==> config.mk <==
export PLATFORM = sky130hd
export DESIGN_NAME = bfa_ctrl
export DESIGN_NICKNAME = d
export VERILOG_FILES = /design/src/sv/bfa_pkg.sv /design/src/sv/bfa_ctrl.sv
export SDC_FILE = /design/constraint.sdc
export NUM_CORES = 1
export LEC_CHECK = 0
export ABC_AREA = 1
export ABC_CLOCK_PERIOD_IN_PS = 2190
export BUFFER_PORTS_ARGS = -buffer_cell sky130_fd_sc_hd__buf_2
export CORE_MARGIN = 2
export CORE_UTILIZATION = 39
export CTS_CLUSTER_SIZE = 14
export DETAILED_ROUTE_END_ITERATION = 7
export PLACE_DENSITY = 0.7
export SLEW_MARGIN = 20
export SYNTH_ARGS = -nofsm -noshare
export SYNTH_HDL_FRONTEND = slang
export SYNTH_SLANG_ARGS = --single-unit
export TNS_END_PERCENT = 10
==> constraint.sdc <==
create_clock -name clk -period 2.19 [get_ports clk]
set_input_delay 0.219 -clock clk [delete_from_list [all_inputs] [get_ports clk]]
set_output_delay 0.219 -clock clk [all_outputs]
set_load 0.02 [all_outputs]
==> src/sv/bfa_pkg.sv <==
`timescale 1ns / 1ps
`default_nettype none

package bfa_pkg;

  localparam int MAX_FRAMES_DEF = 65536;

  // Map word and page geometry
  localparam int WORD_BITS  = 64;
  localparam int BIT_W      = 6;
  localparam int PAGE_SHIFT = 12;

  // Field widths
  localparam int ADDR_W   = 28;
  localparam int CNT_W    = 17;
  localparam int KIND_W   = 2;
  localparam int STATUS_W = 2;

  localparam logic [CNT_W-1:0] TOTAL_RESET = 17'h10000;

  // Request kinds
  localparam logic [KIND_W-1:0] KIND_ALLOC   = 2'd0;
  localparam logic [KIND_W-1:0] KIND_FREE    = 2'd1;
  localparam logic [KIND_W-1:0] KIND_RESERVE = 2'd2;

  // Result status codes
  localparam logic [STATUS_W-1:0] ST_DONE      = 2'd0;
  localparam logic [STATUS_W-1:0] ST_NO_FREE   = 2'd1;
  localparam logic [STATUS_W-1:0] ST_NO_CHANGE = 2'd2;
  localparam logic [STATUS_W-1:0] ST_RANGE     = 2'd3;

  typedef struct packed {
    logic                clr_step;
    logic                load;
    logic                scan;
    logic                enc;
    logic                rd_target;
    logic                wr_grant;
    logic                wr_clr;
    logic                wr_set;
    logic                tally_inc;
    logic                tally_dec;
    logic                set_status;
    logic [STATUS_W-1:0] status;
    logic                out_load;
  } cmd_t;

  typedef struct packed {
    logic [KIND_W-1:0] kind;
    logic              clr_last;
    logic              hit;
    logic              scan_done;
    logic              idx_ok;
    logic              in_range;
    logic              tbit;
    logic              out_free;
  } sts_t;

  // Index of the lowest set bit; isolate it, then encode the one-hot word
  function automatic logic [BIT_W-1:0] lowest_index(input logic [WORD_BITS-1:0] v);
    logic [WORD_BITS-1:0] iso;
    logic [BIT_W-1:0]     idx;
    iso = v & (~v + WORD_BITS'(1));
    idx = '0;
    for (int i = 0; i < WORD_BITS; i++) begin
      if (iso[i]) begin
        idx = idx | BIT_W'(i);
      end
    end
    return idx;
  endfunction

endpackage

`default_nettype wire

==> src/sv/bfa_ctrl.sv <==
`timescale 1ns / 1ps
`default_nettype none

module bfa_ctrl (
  input  wire logic          clk,
  input  wire logic          rst_n,
  input  wire logic          in_valid,
  output logic               in_ready,
  output bfa_pkg::cmd_t      cmd,
  input  wire bfa_pkg::sts_t sts
);

  typedef enum logic [2:0] {
    S_CLEAR,
    S_IDLE,
    S_DECODE,
    S_SCAN,
    S_ENC,
    S_GRANT,
    S_CHECK,
    S_RESP
  } state_t;

  state_t state_r, state_nxt;

  always_ff @(posedge clk) begin
    if (!rst_n) begin
      state_r <= S_CLEAR;
    end else begin
      state_r <= state_nxt;
    end
  end

  assign in_ready = (state_r == S_IDLE);

  always_comb begin
    cmd       = '0;
    state_nxt = state_r;
    case (state_r)
      S_CLEAR: begin
        // sweep the map to all used
        cmd.clr_step = 1'b1;
        if (sts.clr_last) begin
          state_nxt = S_IDLE;
        end
      end
      S_IDLE: begin
        if (in_valid) begin
          cmd.load  = 1'b1;
          state_nxt = S_DECODE;
        end
      end
      S_DECODE: begin
        case (sts.kind)
          bfa_pkg::KIND_ALLOC: begin
            state_nxt = S_SCAN;
          end
          bfa_pkg::KIND_FREE, bfa_pkg::KIND_RESERVE: begin
            if (sts.in_range) begin
              cmd.rd_target = 1'b1;
              state_nxt     = S_CHECK;
            end else begin
              cmd.set_status = 1'b1;
              cmd.status     = bfa_pkg::ST_RANGE;
              state_nxt      = S_RESP;
            end
          end
          default: begin
            cmd.set_status = 1'b1;
            cmd.status     = bfa_pkg::ST_NO_CHANGE;
            state_nxt      = S_RESP;
          end
        endcase
      end
      S_SCAN: begin
        cmd.scan = 1'b1;
        if (sts.hit) begin
          state_nxt = S_ENC;
        end else if (sts.scan_done) begin
          cmd.set_status = 1'b1;
          cmd.status     = bfa_pkg::ST_NO_FREE;
          state_nxt      = S_RESP;
        end
      end
      S_ENC: begin
        cmd.enc   = 1'b1;
        state_nxt = S_GRANT;
      end
      S_GRANT: begin
        cmd.set_status = 1'b1;
        // lowest free frame lies past the total: no grant
        if (sts.idx_ok) begin
          cmd.wr_grant  = 1'b1;
          cmd.tally_dec = 1'b1;
          cmd.status    = bfa_pkg::ST_DONE;
        end else begin
          cmd.status = bfa_pkg::ST_NO_FREE;
        end
        state_nxt = S_RESP;
      end
      S_CHECK: begin
        cmd.set_status = 1'b1;
        cmd.status     = bfa_pkg::ST_NO_CHANGE;
        if (sts.kind == bfa_pkg::KIND_FREE) begin
          if (sts.tbit) begin
            cmd.wr_clr    = 1'b1;
            cmd.tally_inc = 1'b1;
            cmd.status    = bfa_pkg::ST_DONE;
          end
        end else begin
          if (!sts.tbit) begin
            cmd.wr_set    = 1'b1;
            cmd.tally_dec = 1'b1;
            cmd.status    = bfa_pkg::ST_DONE;
          end
        end
        state_nxt = S_RESP;
      end
      S_RESP: begin
        // hold until the output register is free
        if (sts.out_free) begin
          cmd.out_load = 1'b1;
          state_nxt    = S_IDLE;
        end
      end
      default: begin
        state_nxt = S_CLEAR;
      end
    endcase
  end

endmodule

`default_nettype wire

==> results.md <==
- Area delta synth->final: 27.8%
- CP endpoint kind: primary output
- Leakage power: 0.410 nW
- Chip width: 40.6 um
- Synth Area in Simple Gates: 42.1%
- Hold_buf cts: 0
- Hold EP: state_r[1]
- Worst Path Required: 1970 ps
- Routed WL: 1.17 mm
- Clock-pin slew on the worst setup and hold paths: 40 ps
- Yosys warns: 0
- Largest register FFs: 3
- HP Class: primary input to flop
- Slew HR: 68.4%
- Initial antenna violation count: 0
- DR iter-0 viols: 15
- PostCTS Resize Cnt: 0
- Via/cell ratio: 4.70
- First-pass GRT wire length: 1.73 mm
- Most common cell after layout, fill and taps aside: buf_2
- Yosys top cell area share: 14.4%
- Adder-cell share of the synthesized area: 14.4%
- Clock Path Buffers: 2
- Post-CTS Setup Bufs: 0
- TritonRoute pass-1 iters: 4
- Starting density of the core: 41.2%
- N_diodes: 0
- Row count: 13
- Crit path arrival time: 1480 ps
- Clock Skew: 0.829 ps
- Synth Area per Inst: 6.15 um^2
- Reg2reg setup slack: 930 ps
- Register area share after synthesis: 11.5%
- PwrDens: 970 mW/mm^2
- Clock Latency Late Sink: 240 ps
- Synth area leader: ha_1
- Most frequent cells in the layout: buf_2 (26), inv_1 (18), nand2_1 (14)
- CP startpoint kind: flop
- TritonCTS clock tree: done
- Final hold vios: 0
- Mapped Area: 523 um^2
- Largest net degree at the start of global routing: 12
- Ports: 27
- Final TNS setup: 0 ps
- Final ANT Viol Nets: 0
- Wire length per cell: 9.20 um
- DRC errors left: 0
- Synth Area in XOR/XNOR: 0%
- Met1 Resource Use GR: 19.2%
- Critical R2R Capture: state_r[2]
- Final worst path period share: 77.5%
- Post-synthesis cell type count: 23
- GR Util met2: 25.0%
- CTS sink cnt: 3
- Kind of critical path: flop to primary output
- Largest family of logic cells by synthesized area: simple AND/OR/NAND/NOR gates
- Compound-Gate Fraction of Synth Area: 11.0%
- Worst VDD drop: 0.335 mV
- CORE AREA: 0.00127 mm^2
- Syn_nets: 103
- FF+latch count, synth: 3
- Mux share of post-synthesis cell area: 0%
- Top reg by flops: state_r
- Final Wtd Congestion: 0.806
- Worst hold stages: 3
- Tot Pwr: 648 uW
- Fillers: 129
- Status: completed
- Worst-Margin Slew: 473 ps
- Worst-case reg-to-reg path depth: 6
- Dpl hpwl: 948 um
- Layout Nets: 131
- Worst min-delay path startpoint: rst_n
- Top post-synthesis cells by area: ha_1 (14%), inv_1 (13%), dfxtp_1 (11%), nand2_1 (10%), nor2_1 (8.6%)
- Max frequency: 0.589 GHz
- Post-layout minimum cycle time: 1700 ps
- Root buffer cell: clkbuf_4
- Share of post-route cells with drive strength above 1: 35.7%
- GR peak layer: met2
- Critical path peak fanout: 11
- Max_cap viols: 0
- Vias in the first global route: 438
- Remaining global-route overflow: 0
- Biggest regs: state_r (3)
- Max Slew Vio Count: 0
- IO buf count: 26
- Tot GR Track Use: 16.1%
- Unrepaired setup endpoints after global routing: false
- Die area: 0.00165 mm^2
- R2r startpoint: state_r[2]
- Post-synthesis cell count: 85
- Via count: 597
- Final Setup Violations: 0
- Clock buffer count from CTS: 3
- H-tree lvl count: 1
- M3 GR Usage: 8.15%
- Die Ht: 40.6 um
metal layers:
| layer | wire length, um | up-vias |
|---|---|---|
| met5 | 0 | - |
| met4 | 28 | 0 |
| met3 | 81 | 4 |
| met2 | 534 | 17 |
| met1 | 525 | 259 |
| li1 | - | 317 |
where the power goes:
group          internal [mW]  switching [mW]
Sequential            0.0767          0.0499
Combinational          0.148           0.269
Clock                 0.0687          0.0360
worst max-delay path by stage:
stage / from / to / slack [ps] / cells past startpoint
after floorplan: sts[8] / cmd[2] / 710 / 6
after global placement: state_r[2] / cmd[4] / 730 / 3
after detailed placement: sts[8] / cmd[2] / 740 / 8
after CTS: state_r[2] / cmd[4] / 480 / 3
after global routing: state_r[1] / cmd[1] / 390 / 5
final: state_r[2] / cmd[4] / 490 / 3
Yosys cell counts (all sizes together):
master and n:
inv 20, nand2 17, nor2 15, ha 6, nand3 6, nor3 4
o21ai 4, buf 3, dfxtp 3, nand4 2, o211ai 2, a21boi 1
a21oi 1, o22ai 1
cell type report:
| cell class | instances | area [um^2] | area share, % |
|---|---|---|---|
| Sequential cell | 3 | 60.1 | 8.99 |
| Clock buffer | 4 | 26.3 | 3.93 |
| Timing Repair Buffer | 26 | 130 | 19.5 |
| Inverter | 20 | 80.1 | 12.0 |
| Tap cell | 15 | 18.8 | 2.81 |
| Multi-Input combinational cell | 59 | 353 | 52.8 |
logic make-up (layout without fill, tap and decap cells):
logic type,after synthesis,in the layout
simple gates,44,44
buf+inv,23,50
compound gates,9,9
fa+ha+maj,6,6
flops,3,3
stage by stage:
| step | utilization [%] | area (um^2) | instances | hold slack, ps | setup WS (ps) |
|---|---|---|---|---|---|
| floorplan | - | 523 | 85 | 340 | 712 |
| global placement | 50.6 | 642 | 123 | 469 | 726 |
| detailed placement | 50.6 | 642 | 123 | 485 | 739 |
| CTS | 52.7 | 668 | 127 | 229 | 481 |
| global route | 52.7 | 668 | 127 | 242 | 387 |
| finish | 52.7 | 668 | 127 | 235 | 492 |
worst max-delay path, cell delays in order, from the launching register on:
cell     delay, ps
dfxtp_1        600
nand3_1        250
o22ai_1        190
buf_2          190
No activity file was read; power rests on OpenSTA's default activity.
